===== src/bsf_pkg.sv =====
// ----------------------------------------------------------------------------
// bsf_pkg
// Shared types and constants for the byte stuffing framer with checksum.
// ----------------------------------------------------------------------------
`default_nettype none

package bsf_pkg;

    localparam int BYTE_W  = 8;
    localparam int KIND_W  = 3;
    localparam int NUM_SLOTS = 5;
    localparam int CFG_IDX_W = 2;

    // output kinds; each kind also names its fixed slot in the result buffer
    localparam logic [KIND_W-1:0] KIND_START    = 3'd0;
    localparam logic [KIND_W-1:0] KIND_ESCAPE   = 3'd1;
    localparam logic [KIND_W-1:0] KIND_PAYLOAD  = 3'd2;
    localparam logic [KIND_W-1:0] KIND_CHECKSUM = 3'd3;
    localparam logic [KIND_W-1:0] KIND_END      = 3'd4;

    // configuration register indexes
    localparam logic [CFG_IDX_W-1:0] REG_START_CODE  = 2'd0;
    localparam logic [CFG_IDX_W-1:0] REG_END_CODE    = 2'd1;
    localparam logic [CFG_IDX_W-1:0] REG_ESCAPE_CODE = 2'd2;

    // configuration reset values
    localparam logic [BYTE_W-1:0] START_CODE_RST  = 8'h02;
    localparam logic [BYTE_W-1:0] END_CODE_RST    = 8'h03;
    localparam logic [BYTE_W-1:0] ESCAPE_CODE_RST = 8'h10;

    // current code values
    typedef struct packed {
        logic [BYTE_W-1:0] start_code;
        logic [BYTE_W-1:0] end_code;
        logic [BYTE_W-1:0] escape_code;
    } codes_t;

    // one encoded item: present slots and the byte of each slot
    typedef struct packed {
        logic                           valid;
        logic [NUM_SLOTS-1:0]           mask;
        logic [NUM_SLOTS-1:0][BYTE_W-1:0] bytes;
    } slot_load_t;

endpackage

`default_nettype wire


===== src/bsf_encoder.sv =====
// ----------------------------------------------------------------------------
// bsf_encoder
// Input register, frame state and running sum; turns one message byte into
// the set of framed output bytes it causes.
// ----------------------------------------------------------------------------
`default_nettype none

module bsf_encoder
    import bsf_pkg::*;
(
    input  wire logic              clk,
    input  wire logic              rst_n,
    input  wire logic              in_valid,
    output logic                   in_ready,
    input  wire logic [BYTE_W-1:0] in_data,
    input  wire logic              in_last,
    input  wire codes_t            codes,
    output slot_load_t             load,
    input  wire logic              load_ready
);

    logic              item_valid_reg;
    logic [BYTE_W-1:0] item_data_reg;
    logic              item_last_reg;
    logic              in_frame_reg;
    logic [BYTE_W-1:0] sum_reg;
    logic [BYTE_W-1:0] sum_next;
    logic              is_special;
    logic              load_fire;

    assign load_fire = item_valid_reg && load_ready;
    assign in_ready  = !item_valid_reg || load_ready;

    // input register
    always_ff @(posedge clk or negedge rst_n)
    begin
        if (!rst_n)
        begin
            item_valid_reg <= 1'b0;
        end
        else if (in_ready)
        begin
            item_valid_reg <= in_valid;
        end
    end

    always_ff @(posedge clk)
    begin
        if (in_ready && in_valid)
        begin
            item_data_reg <= in_data;
            item_last_reg <= in_last;
        end
    end

    // encode the held item
    assign sum_next   = sum_reg + item_data_reg;
    assign is_special = (item_data_reg == codes.start_code)
                     || (item_data_reg == codes.end_code)
                     || (item_data_reg == codes.escape_code);

    always_comb
    begin
        load.valid = item_valid_reg;
        load.mask  = '0;
        load.bytes = '0;
        load.mask[KIND_START]     = !in_frame_reg;
        load.mask[KIND_ESCAPE]    = is_special;
        load.mask[KIND_PAYLOAD]   = 1'b1;
        load.mask[KIND_CHECKSUM]  = item_last_reg;
        load.mask[KIND_END]       = item_last_reg;
        load.bytes[KIND_START]    = codes.start_code;
        load.bytes[KIND_ESCAPE]   = codes.escape_code;
        load.bytes[KIND_PAYLOAD]  = item_data_reg;
        load.bytes[KIND_CHECKSUM] = ~sum_next;
        load.bytes[KIND_END]      = codes.end_code;
    end

    // frame state advances when the item moves to the result buffer
    always_ff @(posedge clk or negedge rst_n)
    begin
        if (!rst_n)
        begin
            in_frame_reg <= 1'b0;
            sum_reg      <= '0;
        end
        else if (load_fire)
        begin
            in_frame_reg <= !item_last_reg;
            sum_reg      <= item_last_reg ? '0 : sum_next;
        end
    end

endmodule

`default_nettype wire


===== src/bsf_serializer.sv =====
// ----------------------------------------------------------------------------
// bsf_serializer
// Result buffer that sends the present slots of one encoded item, lowest
// slot first, one byte per transfer.
// ----------------------------------------------------------------------------
`default_nettype none

module bsf_serializer
    import bsf_pkg::*;
(
    input  wire logic              clk,
    input  wire logic              rst_n,
    input  wire slot_load_t        load,
    output logic                   load_ready,
    output logic                   out_valid,
    input  wire logic              out_ready,
    output logic [BYTE_W-1:0]      out_byte,
    output logic [KIND_W-1:0]      out_kind,
    output logic                   out_last
);

    logic [NUM_SLOTS-1:0]             mask_reg;
    logic [NUM_SLOTS-1:0]             mask_next;
    logic [NUM_SLOTS-1:0][BYTE_W-1:0] bytes_reg;
    logic [NUM_SLOTS-1:0]             rest;
    logic [KIND_W-1:0]                sel;

    // lowest present slot
    always_comb
    begin
        sel = KIND_END;
        for (int i = NUM_SLOTS - 1; i >= 0; i--)
        begin
            if (mask_reg[i])
            begin
                sel = KIND_W'(i);
            end
        end
    end

    assign rest       = mask_reg & (mask_reg - NUM_SLOTS'(1));
    assign out_valid  = |mask_reg;
    assign out_last   = out_valid && (rest == '0);
    assign out_kind   = sel;
    assign out_byte   = bytes_reg[sel];
    assign load_ready = !out_valid || (out_ready && out_last);

    // drop the sent slot, or take the next item
    always_comb
    begin
        mask_next = mask_reg;
        if (load_ready)
        begin
            mask_next = load.valid ? load.mask : '0;
        end
        else if (out_ready)
        begin
            mask_next = rest;
        end
    end

    always_ff @(posedge clk or negedge rst_n)
    begin
        if (!rst_n)
        begin
            mask_reg <= '0;
        end
        else
        begin
            mask_reg <= mask_next;
        end
    end

    always_ff @(posedge clk)
    begin
        if (load_ready && load.valid)
        begin
            bytes_reg <= load.bytes;
        end
    end

endmodule

`default_nettype wire


===== src/byte_stuff_framer_checksum.sv =====
// ----------------------------------------------------------------------------
// byte_stuff_framer_checksum
// Frames a byte stream with start/end codes, escapes special payload bytes
// and appends the one's complement of the 8-bit payload sum.
// ----------------------------------------------------------------------------
// Usage:
//   s_* carries message bytes; s_tlast marks the last byte of a message.
//   m_* carries the framed stream: start code, escape, payload, checksum,
//   end code, with the kind on m_tuser and m_tlast on the final byte caused
//   by one message byte.
//   cfg_* writes the start, end and escape codes (index 0, 1, 2; index 3
//   is ignored). cfg_ready is always high; write only while idle.
// Timing:
//   a message byte is held in the input register, then its output
//   bytes leave the result buffer one per cycle while m_tready is high.
//   Each message byte causes 1 to 5 output bytes, sent one at a time
//   through the single byte-wide output port; a new
//   message byte is taken while the previous one is still being sent.
// Reset: no frame open, sum zero, codes back to 0x02, 0x03, 0x10.
// Stall: with m_tready low the result buffer holds and, once the input
//   register is full too, s_tready drops; nothing is lost or repeated.
// ----------------------------------------------------------------------------
`default_nettype none

module byte_stuff_framer_checksum
    import bsf_pkg::*;
(
    input  wire logic                 clk,
    input  wire logic                 rst_n,
    // message input
    input  wire logic                 s_tvalid,
    output logic                      s_tready,
    input  wire logic [BYTE_W-1:0]    s_tdata,   // [7:0] data_byte
    input  wire logic                 s_tlast,   // last_in
    // framed output
    output logic                      m_tvalid,
    input  wire logic                 m_tready,
    output logic [BYTE_W-1:0]         m_tdata,   // [7:0] out_byte
    output logic [KIND_W-1:0]         m_tuser,   // [2:0] out_kind
    output logic                      m_tlast,   // out_last
    // configuration writes
    input  wire logic                 cfg_valid,
    output logic                      cfg_ready,
    input  wire logic [CFG_IDX_W-1:0] cfg_index,
    input  wire logic [BYTE_W-1:0]    cfg_data
);

    codes_t     codes_reg;
    slot_load_t load;
    logic       load_ready;

    // code registers
    assign cfg_ready = 1'b1;

    always_ff @(posedge clk or negedge rst_n)
    begin
        if (!rst_n)
        begin
            codes_reg.start_code  <= START_CODE_RST;
            codes_reg.end_code    <= END_CODE_RST;
            codes_reg.escape_code <= ESCAPE_CODE_RST;
        end
        else if (cfg_valid && cfg_ready)
        begin
            unique case (cfg_index)
                REG_START_CODE:  codes_reg.start_code  <= cfg_data;
                REG_END_CODE:    codes_reg.end_code    <= cfg_data;
                REG_ESCAPE_CODE: codes_reg.escape_code <= cfg_data;
                default:         ;
            endcase
        end
    end

    bsf_encoder u_encoder (
        .clk        (clk),
        .rst_n      (rst_n),
        .in_valid   (s_tvalid),
        .in_ready   (s_tready),
        .in_data    (s_tdata),
        .in_last    (s_tlast),
        .codes      (codes_reg),
        .load       (load),
        .load_ready (load_ready)
    );

    bsf_serializer u_serializer (
        .clk        (clk),
        .rst_n      (rst_n),
        .load       (load),
        .load_ready (load_ready),
        .out_valid  (m_tvalid),
        .out_ready  (m_tready),
        .out_byte   (m_tdata),
        .out_kind   (m_tuser),
        .out_last   (m_tlast)
    );

    // the end code always closes the output of its message byte
    assert property (@(posedge clk) disable iff (!rst_n)
        (m_tvalid && m_tuser == KIND_END) |-> m_tlast)
        else $error("end code not marked last");

    // escape and checksum are always followed by another byte
    assert property (@(posedge clk) disable iff (!rst_n)
        (m_tvalid && (m_tuser == KIND_ESCAPE || m_tuser == KIND_CHECKSUM))
        |-> !m_tlast)
        else $error("escape or checksum marked last");

    // a sent checksum is followed by the end code
    assert property (@(posedge clk) disable iff (!rst_n)
        (m_tvalid && m_tready && m_tuser == KIND_CHECKSUM)
        |=> (m_tvalid && m_tuser == KIND_END))
        else $error("checksum not followed by end code");

    // the result buffer only takes an item when its last byte leaves
    assert property (@(posedge clk) disable iff (!rst_n)
        (load.valid && load_ready) |-> (!m_tvalid || (m_tready && m_tlast)))
        else $error("result buffer overwritten");

endmodule

`default_nettype wire


===== config.mk =====
export PLATFORM = sky130hd
export DESIGN_NAME = byte_stuff_framer_checksum
export DESIGN_NICKNAME = d
export VERILOG_FILES = /design/src/bsf_pkg.sv /design/src/bsf_encoder.sv /design/src/bsf_serializer.sv /design/src/byte_stuff_framer_checksum.sv
export SDC_FILE = /design/constraint.sdc
export NUM_CORES = 1
export LEC_CHECK = 0
export ABC_AREA = 1
export BUFFER_PORTS_ARGS = -buffer_cell sky130_fd_sc_hd__buf_2
export CAP_MARGIN = 20
export CORE_MARGIN = 4
export CORE_UTILIZATION = 59
export DETAILED_ROUTE_END_ITERATION = 10
export PLACE_DENSITY_LB_ADDON = 0.2
export SLEW_MARGIN = 10
export SYNTH_ARGS = -nofsm -noshare
export SYNTH_HDL_FRONTEND = slang
export SYNTH_SLANG_ARGS = --single-unit

===== constraint.sdc =====
create_clock -name clk -period 2.3 [get_ports clk]
set_input_delay 0.46 -clock clk [delete_from_list [all_inputs] [get_ports clk]]
set_output_delay 0.46 -clock clk [all_outputs]
set_load 0.02 [all_outputs]

# == Word-level counts from Yosys, hierarchy flattened ==
# Index checks and enable logic that the tools add are counted.
# op_classes
add_sub_neg,2
order_cmp,1
eq_ne,5
mux,10
bitwise,2
n_reduce_logical,19
# op_table
op,n
$bmux W8 S3,1
$eq A8 B8 Y1,3
$mux W8,2
$mux W5,3
$mux W3,4
$add A8 B8 Y8,1
$not A8 Y8,1
$reduce_and A2 Y1,3
$and A5 B5 Y5,1
$logic_not A5 Y1,1
$reduce_or A5 Y1,1
$sub A5 B1 Y5 const B,1
$logic_and A1 B1 Y1,4
$logic_not A1 Y1,4
$logic_or A1 B1 Y1,4
$lt A3 B4 Y1 const B,1
$eq A2 B1 Y1 const B,1
$eq A2 B2 Y1 const B,1
$logic_not A2 Y1,1
$reduce_bool A2 Y1,1
# word_totals
reg_bits,88
elab_cells,53

# == Longest topological paths before layout ==
# depth
depth_word,8
ltp_mapped,10
ltp_nobuf,9

# == By module ==
# Synthesis repeated with hierarchy kept, for this count alone.
# hier_totals
hier_cells,480
hier_area_um2,4541.9
# by_module_without_submodules
module,n_inst,cells_per_inst,area_each_um2,seq_area_each_um2
bsf_serializer,1,178,1948.1,1326.3
bsf_encoder,1,193,1526.5,520.5
byte_stuff_framer_checksum,1,109,1067.3,605.6

# == Worst setup path before layout ==
# Ideal clock, no wire load.
# synth_timing
kind,reg-to-reg
startpoint,reg u_serializer.mask_reg[1]
endpoint,"reg u_serializer.bytes_reg[0] (netlist bit), enable pin"
setup_ns,0.386
arrival_time_ns,1.717
required_time_ns,1.914
slack_ns,0.197
path_stages_with_launch,6
n_path_buf,0
period_less_slack_ns,2.103
cell_sequence,dfrtp_1 > nor2_4 > nand3_2 > nand2_4 > nand3_2 > nor2_4
# synth_rtl
item,line_no,source
from (decl),bsf_serializer.sv:22,logic [NUM_SLOTS-1:0] mask_reg;
from (signal assigned),bsf_serializer.sv:70,mask_reg <= mask_next;
$reduce_or A5 Y1 (*),bsf_serializer.sv:42,assign out_valid = |mask_reg;
net m_tvalid,byte_stuff_framer_checksum.sv:36,"output logic m_tvalid,"
$logic_and A1 B1 Y1,bsf_serializer.sv:43,assign out_last = out_valid && (rest == '0);
$logic_and A1 B1 Y1,bsf_serializer.sv:46,assign load_ready = !out_valid || (out_ready && out_last);
$logic_or A1 B1 Y1 (*),bsf_serializer.sv:46,
$logic_and A1 B1 Y1 (*),-,
net u_encoder.load_fire,bsf_encoder.sv:29,logic load_fire;
to (signal assigned),bsf_serializer.sv:78,bytes_reg <= load.bytes;
to (decl),bsf_serializer.sv:24,logic [NUM_SLOTS-1:0][BYTE_W-1:0] bytes_reg;
# Mark *: on every way through the listed nets, which the timed path passes. The rest lies on a longest branch.
# A chain may end at the register's enable or synchronous reset.

# == Worst setup path after layout ==
# layout_timing
startpoint,reg u_serializer.mask_reg[2]
endpoint,out m_tdata[4]
# layout_between
elab_chain_len,5
# layout_rtl
item,line_no,source
$mux W3 (3 in series),bsf_serializer.sv:34,if (mask_reg[i])
$bmux W8 S3,bsf_serializer.sv:45,assign out_byte = bytes_reg[sel];
$mux W8 (not written as such),bsf_serializer.sv:45,
to (decl),byte_stuff_framer_checksum.sv:38,"output logic [BYTE_W-1:0] m_tdata,"
# Every way passes these cells. The select of a mux whose other input is x is not followed.

==> metrics.md <==
| Metric | Value |
|---|---|
| Peak supply drop | 1.51 mV |
| Power per standard cell area | 1480 nW/um^2 |
| Design area | around 4900 sq um |
| Design Power | about 7300 uW |
| Die Y-Extent | a little over 90 microns |
| DR vias | about 3100 |
| FFs w/ async S/R, synth | 0.443 |
| Rel. slew slack | 0.399 |
| Max cap viols | 0 |
| Sequential share of the synthesized area | 0.585 |
| Slew @ Worst Pin | 0.901 ns |
| Hold Worst Slack | between 0.2 and 0.25 ns |
| Leading area contributor after synthesis | edfxtp_1 |
| Clock sinks | approximately 90 |
| Number of buffers added on ports | 37 |
| Vias per cell | 5.26 |
| Crit share post-route | 1.05 |
| Fmax | roughly 0.42 GHz |
| Dominant synthesized flop cell | edfxtp_1 |
| DP HPWL | 6.05 mm |
| DR WL/cell | 15.0 microns |
| Area Overhead vs Synth | 17.8% |
| Fraction of layout cells with a size suffix above 1 | 0.226 |
| Final design utilization | 0.722 |
| Unrepaired setup endpoints after global routing | yes |
| WP data required | around 1.8 ns |
| CTS Hold Bufs | 0 |
| Critical Path, Cell by Cell | buf_6 -> nor2_4 -> inv_2 -> nand2_4 -> buf_8 -> nand2_1 -> nand2_1 -> nor2_2 -> a211oi_2 -> buf_4 |
| Global-route wire length before repair | ~14 mm |
| Largest net degree at the start of global routing | 45 |
| Overflow after GRT | 0 |
| Slowest-stage cell, CP | dfrtp_1 |
| Grt peak-use layer | met2 |
| Slew Limit Fails | 0 |
| Clock Path Buffers | 2 |
| Fin crit period | 2.41 ns |
| Library cells used by synthesis | 32 |
| Clock skew | between 0.01 and 0.015 ns |
| Pre-Repair DR Iteration Count | 5 |
| Yosys warns | 0 |
| Initial core utilization | 0.613 |
| CP arrival | roughly 2.0 ns |
| Die Wd | 92.3 microns |
| Die area | approximately 8500 sq um |
| Post-route setup slack | -0.106 ns |
| CP Capture Type | output port |
| Area share of the largest cell type after synthesis | 0.351 |
| Initial antenna violation count | 0 |
| Met2 usage | 0.352 |
| Diode count | 0 |
| Clock slew at reported path FFs | 0.08 ns |
| Syn Std Cell Area | between 4000 and 5000 sq um |
| Detail Route Antenna Nets | 0 |
| Syn Area/Cell | about 9.5 sq um |
| Clock root buffer master | clkbuf_8 |
| I/O pin count | 39 |
| Top cells by count, synth | nand2_1, inv_1, edfxtp_1 |
| CP startpoint kind | register |
| Register-to-Register Path Depth | 7 |
| Syn Inst Count | about 440 |
| # DRC | 0 |
| Max reg flops | 40 |
| Most common cell on crit path | nand2_1 |
| CTS Buf Count | 9 |
| # rows | 30 |
| CTS tree | built |
| Clk_lat worst skew | 0.35 ns |
| Kind of critical path | reg2out |
| Synth Net Count | roughly 470 |
| GR met1 Demand/Resource | 0.280 |
| Status | finished, violations left |
| Setup Viol. Count Final | 5 |
| Dpl ws | between 0.2 and 0.25 ns |
| Static leakage | 0.00227 uW |
| Routability Congestion | around 0.86 |
| H-tree depth | 3 |
| Post-synth EDFFs | 49 |
| Tightest Hold Check Type | in2async |
| Placed Area | 4490 sq um |
| GRT Total Usage | 0.213 |
| Synth area leaders | edfxtp_1, dfrtp_1, nand2_1, inv_1, o21ai_0 |
| Yosys reg bits | 88 |
| Final hold vios | 0 |
| Top-count cell post-synth | nand2_1 |
| Failing checks | negative setup slack |
| Drt total wl | 8.98 mm |
| Vias in the first global route | between 3000 and 4000 |
| Core area | 6830 sq um |
| Final nets | about 530 |
| Crit Path Max Fanout | 5 |
| Met3 Use GR | 0.0312 |
| Slowest stage delay, CP | slightly above 0.4 ns |
| Drt initial violations | ~160 |
layer usage:
metal / vias up / wire [microns]
met1: 1487 / 3970
li1: 1538 / -
met2: 95 / 4410
met3: 21 / 401
met4: 0 / 199
met5: - / 0
cell type report:
| cell class | count | area [sq um] |
|---|---|---|
| repair buffers | 53 | 389 |
| clock inverters | 5 | 33.8 |
| repair inverters | 1 | 5.00 |
| multi-input cells | 291 | 1560 |
| clock buffers | 11 | 174 |
| inverters | 52 | 201 |
| well taps | 96 | 120 |
| fillers | 511 | 1900 |
| flip-flops and latches | 88 | 2450 |
kinds of logic after synthesis:
kind of cell               count (synthesis)  synth area share
xor gates and xnor gates                  19            0.0397
and+or+nand+nor                          197             0.200
AOI/OAI and AO/OA                         66            0.0884
other                                      1          0.000895
adders and majority gates                  8            0.0257
buffers and inverters                     62            0.0600
DFF                                       88             0.585
worst max-delay path, delay by kind of cell, from the launching register on:
kind                   cells  cell delay (ns)
AO/OA/AOI/OAI              1             0.29
buffers and inverters      4             0.52
flip-flops                 1             0.41
AND/OR/NAND/NOR            5             0.37
stage by stage:
step	cells	setup TNS, ns
final	597	-0.181
after global routing	597	-1.02
after CTS	586	-0.00244
after detailed placement	569	0
after global placement	569	0
after floorplan	441	0
placed cells by master (no fill, tap or decap), drive strengths merged:
master,n
and3,1
o21ai,41
xnor2,18
edfxtp,49
nand2,150
inv,53
conb,1
o22ai,1
a21oi,17
dfrtp,35
clkinv,2
clkbuf,12
dfstp,4
buf,52
a21boi,2
nor2,24
xor2,1
nand4,5
nand3,17
fa,1
a211oi,5
clkinvlp,3
ha,7
where the power goes:
group	internal (uW)	leakage [uW]	switching (uW)
sequential	2350	0.000939	355
clock	525	0.000106	544
combinational	1410	0.00123	2140
total	4290	0.00227	3040
final timing paths:
kind,to,start,slack [ns]
min in group clk,u_encoder.item_data_reg[2]$_DFFE_PP_,s_tdata[2],0.28
worst min-delay path,u_encoder.sum_reg[2]$_DFFE_PN0P_,rst_n,0.24
worst max-delay path,m_tdata[4],u_serializer.mask_reg[2]$_DFFE_PN0P_,-0.11
worst max register to register,u_encoder.item_data_reg[3]$_DFFE_PP_,u_serializer.mask_reg[0]$_DFFE_PN0P_,0.29
worst min register to register,u_encoder.sum_reg[2]$_DFFE_PN0P_,u_encoder.sum_reg[2]$_DFFE_PN0P_,0.50
max in group asynchronous,u_serializer.mask_reg[1]$_DFFE_PN0P_,rst_n,1.45
timing repair:
action,in CTS,in global routing
cloned,0,2
gates resized for setup,15,33
endpoints found under the setup margin,8,8
pin swaps,0,12
buffers inserted,1,9
(Power assumes the default switching activity.)
